--- config.mk ---
export PLATFORM = sky130hd
export DESIGN_NAME = sha256_stream_hasher_top_flat
export DESIGN_NICKNAME = d
export VERILOG_FILES = /design/src/rtl/core/sha256s_pkg.sv /design/src/rtl/core/sha256s_in_if.sv /design/src/rtl/core/sha256s_out_if.sv /design/src/rtl/core/sha256_stream_hasher_top.sv /design/src/flat_wrapper.sv
export SDC_FILE = /design/constraint.sdc
export NUM_CORES = 2
export LEC_CHECK = 0
export ABC_AREA = 1
export BUFFER_PORTS_ARGS = -buffer_cell sky130_fd_sc_hd__buf_2
export CAP_MARGIN = 20
export CORE_MARGIN = 2
export CORE_UTILIZATION = 59
export CTS_CLUSTER_SIZE = 14
export DETAILED_ROUTE_END_ITERATION = 8
export PLACE_DENSITY = 0.89
export SYNTH_ARGS = -nofsm -noshare
export SYNTH_HDL_FRONTEND = slang
export SYNTH_SLANG_ARGS = --single-unit
--- constraint.sdc ---
create_clock -name clk -period 12.1 [get_ports clk]
set_input_delay 1.815 -clock clk [delete_from_list [all_inputs] [get_ports clk]]
set_output_delay 1.815 -clock clk [all_outputs]
set_load 0.02 [all_outputs]
--- src/rtl/core/sha256s_pkg.sv ---
// sha256s_pkg: shared types, constants and functions of the sha-256 stream hasher
// no dependencies
`default_nettype none
package sha256s_pkg;

    typedef enum logic [4:0] {
        ST_IDLE  = 5'b00001,
        ST_PAD   = 5'b00010,
        ST_ROUND = 5'b00100,
        ST_ADD   = 5'b01000,
        ST_OUT   = 5'b10000
    } sha_state_t;

    localparam logic [7:0] PAD_BYTE  = 8'h80;
    localparam logic [5:0] LEN_START = 6'd56;

    typedef logic [31:0] word_t;

    function automatic word_t init_hash(input logic [2:0] idx);
        word_t r;
        case (idx)
            3'd0: r = 32'h6a09e667;
            3'd1: r = 32'hbb67ae85;
            3'd2: r = 32'h3c6ef372;
            3'd3: r = 32'ha54ff53a;
            3'd4: r = 32'h510e527f;
            3'd5: r = 32'h9b05688c;
            3'd6: r = 32'h1f83d9ab;
            default: r = 32'h5be0cd19;
        endcase
        return r;
    endfunction

    localparam word_t ROUND_K [64] = '{
        32'h428a2f98, 32'h71374491, 32'hb5c0fbcf, 32'he9b5dba5,
        32'h3956c25b, 32'h59f111f1, 32'h923f82a4, 32'hab1c5ed5,
        32'hd807aa98, 32'h12835b01, 32'h243185be, 32'h550c7dc3,
        32'h72be5d74, 32'h80deb1fe, 32'h9bdc06a7, 32'hc19bf174,
        32'he49b69c1, 32'hefbe4786, 32'h0fc19dc6, 32'h240ca1cc,
        32'h2de92c6f, 32'h4a7484aa, 32'h5cb0a9dc, 32'h76f988da,
        32'h983e5152, 32'ha831c66d, 32'hb00327c8, 32'hbf597fc7,
        32'hc6e00bf3, 32'hd5a79147, 32'h06ca6351, 32'h14292967,
        32'h27b70a85, 32'h2e1b2138, 32'h4d2c6dfc, 32'h53380d13,
        32'h650a7354, 32'h766a0abb, 32'h81c2c92e, 32'h92722c85,
        32'ha2bfe8a1, 32'ha81a664b, 32'hc24b8b70, 32'hc76c51a3,
        32'hd192e819, 32'hd6990624, 32'hf40e3585, 32'h106aa070,
        32'h19a4c116, 32'h1e376c08, 32'h2748774c, 32'h34b0bcb5,
        32'h391c0cb3, 32'h4ed8aa4a, 32'h5b9cca4f, 32'h682e6ff3,
        32'h748f82ee, 32'h78a5636f, 32'h84c87814, 32'h8cc70208,
        32'h90befffa, 32'ha4506ceb, 32'hbef9a3f7, 32'hc67178f2
    };

    function automatic word_t ror32(input word_t x, input int unsigned n);
        return (x >> n) | (x << (32 - n));
    endfunction

endpackage
`default_nettype wire

--- src/rtl/core/sha256s_in_if.sv ---
// sha256s_in_if: request channel carrying message bytes and finish requests
// no dependencies
`default_nettype none
interface sha256s_in_if;
    logic       valid;
    logic       ready;
    logic       mode;
    logic [7:0] data_byte;
    modport source (output valid, output mode, output data_byte, input ready);
    modport sink (input valid, input mode, input data_byte, output ready);
endinterface
`default_nettype wire

--- src/rtl/core/sha256s_out_if.sv ---
// sha256s_out_if: result channel carrying digest words
// no dependencies
`default_nettype none
interface sha256s_out_if;
    logic        valid;
    logic        ready;
    logic [31:0] digest_word;
    logic [2:0]  word_index;
    logic        last_word;
    modport source (output valid, output digest_word, output word_index, output last_word,
                    input ready);
    modport sink (input valid, input digest_word, input word_index, input last_word,
                  output ready);
endinterface
`default_nettype wire

--- src/rtl/core/sha256_stream_hasher_top.sv ---
// sha256_stream_hasher_top: byte-serial sha-256 hasher with one shared round unit
// depends on sha256s_pkg, sha256s_in_if, sha256s_out_if
//
// usage
// - in_ch takes one request per byte: mode 0 absorbs data_byte, mode 1 finishes
//   the message and starts padding
// - out_ch returns eight digest words, index 0 first, last_word on index 7
// - in_ch.ready is high only while the sequencer is idle
// - the 64th absorbed byte of a block starts the rounds and then the chaining
//   add; no further byte is taken until the add is done
// - a finish request writes the padding one byte a cycle (plus a second block
//   when fewer than nine bytes are free), runs the rounds for each completed
//   block, then shows the digest words one per cycle while out_ch.ready is high
// - the round unit is a single sha-256 round, reused 64 times per block
// - if the receiver stalls, the current digest word is held and nothing else
//   moves; no new request is taken until the last word has gone
// - reset loads the initial hash values and clears the byte and length counts
// - after the last word the block returns to the initial hash for the next message
`default_nettype none
module sha256_stream_hasher_top (
    input  wire           clk,
    input  wire           rst_n,
    sha256s_in_if.sink    in_ch,
    sha256s_out_if.source out_ch
);
    import sha256s_pkg::*;

    sha_state_t   state_reg, state_next;
    logic [5:0]   fill_reg, fill_next;
    logic [60:0]  msg_reg, msg_next;
    logic [63:0]  bits_reg, bits_next;
    logic         first_reg, first_next;     // next pad byte is the 0x80 marker
    logic         len_reg, len_next;         // length bytes are being written
    logic         fin_reg, fin_next;         // after the rounds, show the digest
    logic         pad_mode_reg, pad_mode_next; // set while a finish request is being padded
    logic [5:0]   rnd_reg, rnd_next;
    logic [2:0]   idx_reg, idx_next;
    logic [511:0] blk_reg, blk_next;         // 16 schedule words, word 0 on top
    word_t        hash_reg [8];
    word_t        hash_next [8];
    word_t        v_reg [8];
    word_t        v_next [8];

    // shared round unit
    word_t w0, w1, w9, w14, s0, s1, new_w, big0, big1, ch, maj, t1, t2;
    logic [7:0] pad_byte;
    logic [2:0] len_sel;

    always_comb
    begin
        w0    = blk_reg[511:480];
        w1    = blk_reg[479:448];
        w9    = blk_reg[223:192];
        w14   = blk_reg[63:32];
        s0    = ror32(w1, 7) ^ ror32(w1, 18) ^ (w1 >> 3);
        s1    = ror32(w14, 17) ^ ror32(w14, 19) ^ (w14 >> 10);
        new_w = w0 + s0 + w9 + s1;
        big1  = ror32(v_reg[4], 6) ^ ror32(v_reg[4], 11) ^ ror32(v_reg[4], 25);
        ch    = (v_reg[4] & v_reg[5]) ^ (~v_reg[4] & v_reg[6]);
        t1    = v_reg[7] + big1 + ch + ROUND_K[rnd_reg] + w0;
        big0  = ror32(v_reg[0], 2) ^ ror32(v_reg[0], 13) ^ ror32(v_reg[0], 22);
        maj   = (v_reg[0] & v_reg[1]) ^ (v_reg[0] & v_reg[2]) ^ (v_reg[1] & v_reg[2]);
        t2    = big0 + maj;
    end

    // length byte picked by position in the last eight bytes, most significant first
    always_comb
    begin
        len_sel = fill_reg[2:0];
        pad_byte = bits_reg[8'd63 - {2'b00, len_sel, 3'b000} -: 8];
        if (first_reg)
        begin
            pad_byte = PAD_BYTE;
        end
        else if (!len_reg && fill_reg != LEN_START)
        begin
            pad_byte = 8'h00;
        end
    end

    assign in_ch.ready        = (state_reg == ST_IDLE);
    assign out_ch.valid       = (state_reg == ST_OUT);
    assign out_ch.digest_word = hash_reg[idx_reg];
    assign out_ch.word_index  = idx_reg;
    assign out_ch.last_word   = (idx_reg == 3'd7);

    always_comb
    begin
        state_next = state_reg;
        fill_next  = fill_reg;
        msg_next   = msg_reg;
        bits_next  = bits_reg;
        first_next = first_reg;
        len_next   = len_reg;
        fin_next   = fin_reg;
        rnd_next   = rnd_reg;
        idx_next   = idx_reg;
        blk_next   = blk_reg;
        hash_next  = hash_reg;
        v_next     = v_reg;
        case (state_reg)
            ST_IDLE:
            begin
                if (in_ch.valid)
                begin
                    if (!in_ch.mode)
                    begin
                        blk_next  = {blk_reg[503:0], in_ch.data_byte};
                        fill_next = fill_reg + 6'd1;
                        msg_next  = msg_reg + 61'd1;
                        fin_next  = 1'b0;
                        if (fill_reg == 6'd63)
                        begin
                            v_next     = hash_reg;
                            rnd_next   = 6'd0;
                            state_next = ST_ROUND;
                        end
                    end
                    else
                    begin
                        bits_next  = {msg_reg, 3'b000};
                        first_next = 1'b1;
                        len_next   = 1'b0;
                        fin_next   = 1'b0;
                        state_next = ST_PAD;
                    end
                end
            end
            ST_PAD:
            begin
                blk_next   = {blk_reg[503:0], pad_byte};
                fill_next  = fill_reg + 6'd1;
                first_next = 1'b0;
                if (!first_reg && (len_reg || fill_reg == LEN_START))
                begin
                    len_next = 1'b1;
                end
                if (fill_reg == 6'd63)
                begin
                    fin_next   = !first_reg && len_reg;
                    v_next     = hash_reg;
                    rnd_next   = 6'd0;
                    state_next = ST_ROUND;
                end
            end
            ST_ROUND:
            begin
                blk_next  = {blk_reg[479:0], new_w};
                v_next[7] = v_reg[6];
                v_next[6] = v_reg[5];
                v_next[5] = v_reg[4];
                v_next[4] = v_reg[3] + t1;
                v_next[3] = v_reg[2];
                v_next[2] = v_reg[1];
                v_next[1] = v_reg[0];
                v_next[0] = t1 + t2;
                rnd_next  = rnd_reg + 6'd1;
                if (rnd_reg == 6'd63)
                begin
                    state_next = ST_ADD;
                end
            end
            ST_ADD:
            begin
                for (int i = 0; i < 8; i++)
                begin
                    hash_next[i] = hash_reg[i] + v_reg[i];
                end
                if (fin_reg)
                begin
                    idx_next   = 3'd0;
                    state_next = ST_OUT;
                end
                else if (pad_mode_reg)
                begin
                    // a block filled during padding but not holding the length
                    state_next = ST_PAD;
                end
                else
                begin
                    state_next = ST_IDLE;
                end
            end
            ST_OUT:
            begin
                if (out_ch.ready)
                begin
                    idx_next = idx_reg + 3'd1;
                    if (idx_reg == 3'd7)
                    begin
                        for (int i = 0; i < 8; i++)
                        begin
                            hash_next[i] = init_hash(3'(i));
                        end
                        fill_next  = 6'd0;
                        msg_next   = 61'd0;
                        fin_next   = 1'b0;
                        state_next = ST_IDLE;
                    end
                end
            end
            default:
            begin
                state_next = ST_IDLE;
            end
        endcase
    end

    always_comb
    begin
        pad_mode_next = pad_mode_reg;
        if (state_reg == ST_IDLE && in_ch.valid && in_ch.mode)
        begin
            pad_mode_next = 1'b1;
        end
        else if (state_reg == ST_OUT)
        begin
            pad_mode_next = 1'b0;
        end
    end

    always_ff @(posedge clk or negedge rst_n)
    begin
        if (!rst_n)
        begin
            state_reg    <= ST_IDLE;
            fill_reg     <= 6'd0;
            msg_reg      <= 61'd0;
            first_reg    <= 1'b0;
            len_reg      <= 1'b0;
            fin_reg      <= 1'b0;
            pad_mode_reg <= 1'b0;
            rnd_reg      <= 6'd0;
            idx_reg      <= 3'd0;
            for (int i = 0; i < 8; i++)
            begin
                hash_reg[i] <= init_hash(3'(i));
            end
        end
        else
        begin
            state_reg    <= state_next;
            fill_reg     <= fill_next;
            msg_reg      <= msg_next;
            first_reg    <= first_next;
            len_reg      <= len_next;
            fin_reg      <= fin_next;
            pad_mode_reg <= pad_mode_next;
            rnd_reg      <= rnd_next;
            idx_reg      <= idx_next;
            hash_reg     <= hash_next;
        end
    end

    // payload registers
    always_ff @(posedge clk)
    begin
        blk_reg  <= blk_next;
        bits_reg <= bits_next;
        v_reg    <= v_next;
    end

`ifndef SYNTHESIS
    a_no_overlap: assert property (@(posedge clk) disable iff (!rst_n)
        !(in_ch.ready && out_ch.valid))
        else $error("request accepted while digest pending");
    a_last_then_idle: assert property (@(posedge clk) disable iff (!rst_n)
        (out_ch.valid && out_ch.ready && out_ch.last_word) |=> in_ch.ready)
        else $error("not idle after last digest word");
    a_round_count: assert property (@(posedge clk) disable iff (!rst_n)
        (state_reg == ST_ROUND && rnd_reg == 6'd63) |=> state_reg == ST_ADD)
        else $error("round sequence broken");
    a_out_after_len: assert property (@(posedge clk) disable iff (!rst_n)
        $rose(out_ch.valid) |-> (out_ch.word_index == 3'd0 && fill_reg == 6'd0))
        else $error("digest shown before padding ended");
`endif

endmodule
`default_nettype wire

--- src/flat_wrapper.sv ---
// flat-port wrapper written by rule: the top's interface ports become plain ports
module sha256_stream_hasher_top_flat import sha256s_pkg::*;
  (clk, rst_n, in_ch_valid, in_ch_mode, in_ch_data_byte, in_ch_ready, out_ch_valid, out_ch_digest_word, out_ch_word_index, out_ch_last_word, out_ch_ready);
  sha256s_in_if in_ch_i ();
  sha256s_out_if out_ch_i ();
  input  wire clk;
  input  wire rst_n;
  input wire logic [$bits(in_ch_i.valid)-1:0] in_ch_valid;
  input wire logic [$bits(in_ch_i.mode)-1:0] in_ch_mode;
  input wire logic [$bits(in_ch_i.data_byte)-1:0] in_ch_data_byte;
  output wire logic [$bits(in_ch_i.ready)-1:0] in_ch_ready;
  output wire logic [$bits(out_ch_i.valid)-1:0] out_ch_valid;
  output wire logic [$bits(out_ch_i.digest_word)-1:0] out_ch_digest_word;
  output wire logic [$bits(out_ch_i.word_index)-1:0] out_ch_word_index;
  output wire logic [$bits(out_ch_i.last_word)-1:0] out_ch_last_word;
  input wire logic [$bits(out_ch_i.ready)-1:0] out_ch_ready;
  assign in_ch_i.valid = in_ch_valid;
  assign in_ch_i.mode = in_ch_mode;
  assign in_ch_i.data_byte = in_ch_data_byte;
  assign in_ch_ready = in_ch_i.ready;
  assign out_ch_valid = out_ch_i.valid;
  assign out_ch_digest_word = out_ch_i.digest_word;
  assign out_ch_word_index = out_ch_i.word_index;
  assign out_ch_last_word = out_ch_i.last_word;
  assign out_ch_i.ready = out_ch_ready;
  sha256_stream_hasher_top u_core (.clk(clk), .rst_n(rst_n), .in_ch(in_ch_i), .out_ch(out_ch_i));
endmodule
==> flow_summary.json <==
{
  "grt_antenna_before_repair": 23,
  "rr_worst_depth": 36,
  "synth_edf_count": 829,
  "drcViolationCount": 0,
  "synthCells": 11076,
  "yosys-top-cells-count": "nand2_1 (3,279), inv_1 (1,382), o21ai_0 (998)",
  "numCtsBuffers": 134,
  "finalHoldViolations": 0,
  "worstHoldPathType": "register to register",
  "setup_viol": 0,
  "synthArstFlopShare_pct": 29.1,
  "area_growth_pct": 7.35,
  "yosysTopAreaCell": "edfxtp_1",
  "worst_setup_path_end_kind": "register",
  "rrSetupSlack_ns": 2.53,
  "grt_pass1_vias": 76440,
  "nets": 11531,
  "postLayoutCellArea_sq_um": 91000,
  "syn_avg_cell_area_sq_um": 7.65,
  "cts_tree": "done",
  "slowest_stage": "dfrtp_1",
  "grt_max_degree": 263,
  "fp.coreArea_sq_um": 143000,
  "start_util_pct": 59.2,
  "hpwl_mm": 253,
  "cts_buffer_depth": 3,
  "fmax_mhz": 104,
  "path_class": "register to register",
  "die-area_sq_um": 147000,
  "cp_max_fo": 14,
  "drv_slew": 0,
  "dpl_cell_area_sq_um": 86400,
  "post_cts_buffers": 0,
  "grtUsageMet3_pct": 11.0,
  "drive_gt1_share_pct": 4.49,
  "rsz0062_at_grt": "no",
  "clkLatencyLatePin_ns": 0.81,
  "synth.most_common_cell": "nand2_1",
  "use_met2_pct": 66.9,
  "htreeDepth": 4,
  "wl_mm": 338,
  "synth_cell_types": 62,
  "synth_flop_cell": "edfxtp_1",
  "grt.overflow.total": 0,
  "ant_nets": 0,
  "netlist_area_sq_um": 84700,
  "synth_top_area_share_pct": 29.4,
  "grt_busiest_layer": "met2",
  "port_buffers": 50,
  "critPathRequiredTime_ns": 12.62,
  "place.gp.congestion": 1.10,
  "cts_hold_buf": 0,
  "fillers": 12181,
  "synth-simple-area-share_pct": 23.5,
  "worstSetupEndpoint": "u_core.v_reg[255]",
  "path_clk_slew_ns": 0.06,
  "clock-root-buffer": "clkbuf_16",
  "synth_top_family_by_area": "simple AND/OR/NAND/NOR gates",
  "outcome": "complete, no violations",
  "cts-resized-gates": 0,
  "synth_xor_xnor_area_share_pct": 4.02,
  "rows": 139,
  "fp.dieW_microns": 383,
  "drt_first_pass_iters": 8,
  "wl_per_cell_microns": 26.1,
  "start_kind": "register",
  "skew_ns": 0.0396,
  "syn_nets": 11682,
  "ys_seq_area_share_pct": 39.7,
  "critPathLaunch": "u_core.rnd_reg[0]",
  "synth-compound-area-share_pct": 14.3,
  "grt_use_total_pct": 45.1,
  "ios": 51,
  "worstPathArrival_ns": 10.09,
  "fin_crit_ns": 9.57,
  "largest_register_ffs": 512,
  "cts.sinks": 1170,
  "vias": 81817,
  "grt_use_met1_pct": 59.5,
  "slew_headroom_pct": 11.2,
  "yosysWarnings": 0,
  "reg2reg_from": "u_core.rnd_reg[0]",
  "worstHoldStart": "u_core.hash_reg[35]",
  "critPathMaxStageDelay_ns": 0.85,
  "synth_area_leaders": "edfxtp_1 (29%), nand2_1 (15%), inv_1 (6.1%)",
  "holdWs_ns": 0.509,
  "synthAdderAreaFrac_pct": 10.5,
  "grt_pass1_wl_mm": 491,
  "timing.rr.end": "u_core.v_reg[255]",
  "fin_setup_tns_ns": 0,
  "drt_iter0_markers": 12872,
  "viasPerCell": 6.32,
  "min_period_over_period_pct": 79.1,
  "synth_mux_area_share_pct": 0,
  "worstMarginPinSlew_ns": 1.32,
  "die_h_microns": 383,
  "drv_cap": 0,
  "ys_ff_latch": 1170
}
-- per-stage QoR --
step,util [%],instances,worst slack [ns]
floorplan,-,11076,1.92
global placement,60.3,12685,2.91
detailed placement,60.3,12687,2.87
CTS,63.5,12936,2.79
global route,63.5,12941,2.08
finish,63.5,12943,2.53
-- area by class of cell --
class                           instances  area [sq um]  area share (%)
Antenna cell                            2          5.00         0.00550
Clock buffer                          175          3590            3.95
Clock inverter                         74           923            1.02
Inverter                             1397          5260            5.78
Multi-Input combinational cell       8106         44300            48.7
Sequential cell                      1170         33600            36.9
Tap cell                             1903          2380            2.62
Timing Repair Buffer                  116           871           0.957
-- cell families (layout without fill, tap and decap cells) --
logic type,after synthesis,after routing
XOR/XNOR,389,389
other,0,2
flip-flops,1170,1170
adder cells (fa/ha/maj),593,593
AO/OA/AOI/OAI,2187,2187
buffers and inverters,1800,1762
AND/OR/NAND/NOR,4937,4937
-- worst min path at each step --
stage	endpoint	slack, ns	depth (start not counted)
global route	u_core.hash_reg[32]	0.52	2
detailed placement	u_core.bits_reg[43]	0.48	0
CTS	u_core.hash_reg[35]	0.51	2
global placement	u_core.bits_reg[43]	0.48	0
floorplan	u_core.bits_reg[43]	0.45	0
finish	u_core.hash_reg[35]	0.51	2
-- cell usage in the layout (no fill, tap or decap), types with 8 or more instances in the layout --
cell,synthesis,routed
a31oi_1,57,57
clkinv_2,0,24
a21o_1,56,56
buf_4,2,56
xor2_1,233,233
a21oi_1,635,635
nand3_1,455,455
fa_1,195,195
a211oi_1,9,9
nand2_1,3279,3279
o22ai_1,123,123
xnor2_1,156,156
inv_1,1382,1379
o21bai_1,54,54
o21ai_1,42,42
nor3_1,120,120
o311ai_0,8,8
ha_1,398,398
a21boi_0,31,31
buf_2,55,49
dfstp_2,137,137
o211ai_1,42,42
o31ai_1,33,33
and3_1,9,9
nor4_1,14,14
clkbuf_1,320,34
dfrtp_1,204,202
edfxtp_1,829,829
nand4_1,155,155
or2_2,8,8
bufinv_16,0,12
inv_2,12,10
a22oi_1,12,12
clkinv_1,3,16
o221ai_1,21,21
nor2_1,844,844
o21ai_0,998,998
clkbuf_16,0,135
o21a_1,33,33
nand3b_1,31,31
-- routing by layer --
layer  vias up  part of all wire [%]  routed length (microns)
met5         -                 0.058                      195
met4        32                   7.8                    26300
met1     38230                    37                   125000
li1      36339                     -                        -
met3      1285                    13                    43300
met2      5931                    42                   143000
-- worst max-delay path: cells and delay by family, from the launching register on --
kind	cells	cell delay (ns)
compound gates	6	1.37
flops	1	0.85
buf+inv	8	0.95
simple gates	14	2.30
xor+xnor	1	0.45
fa+ha+maj	7	3.38
Power is left out: the tool's default activity adds up to more than one toggle a clock period on the data nets, which glitch-free logic cannot reach.
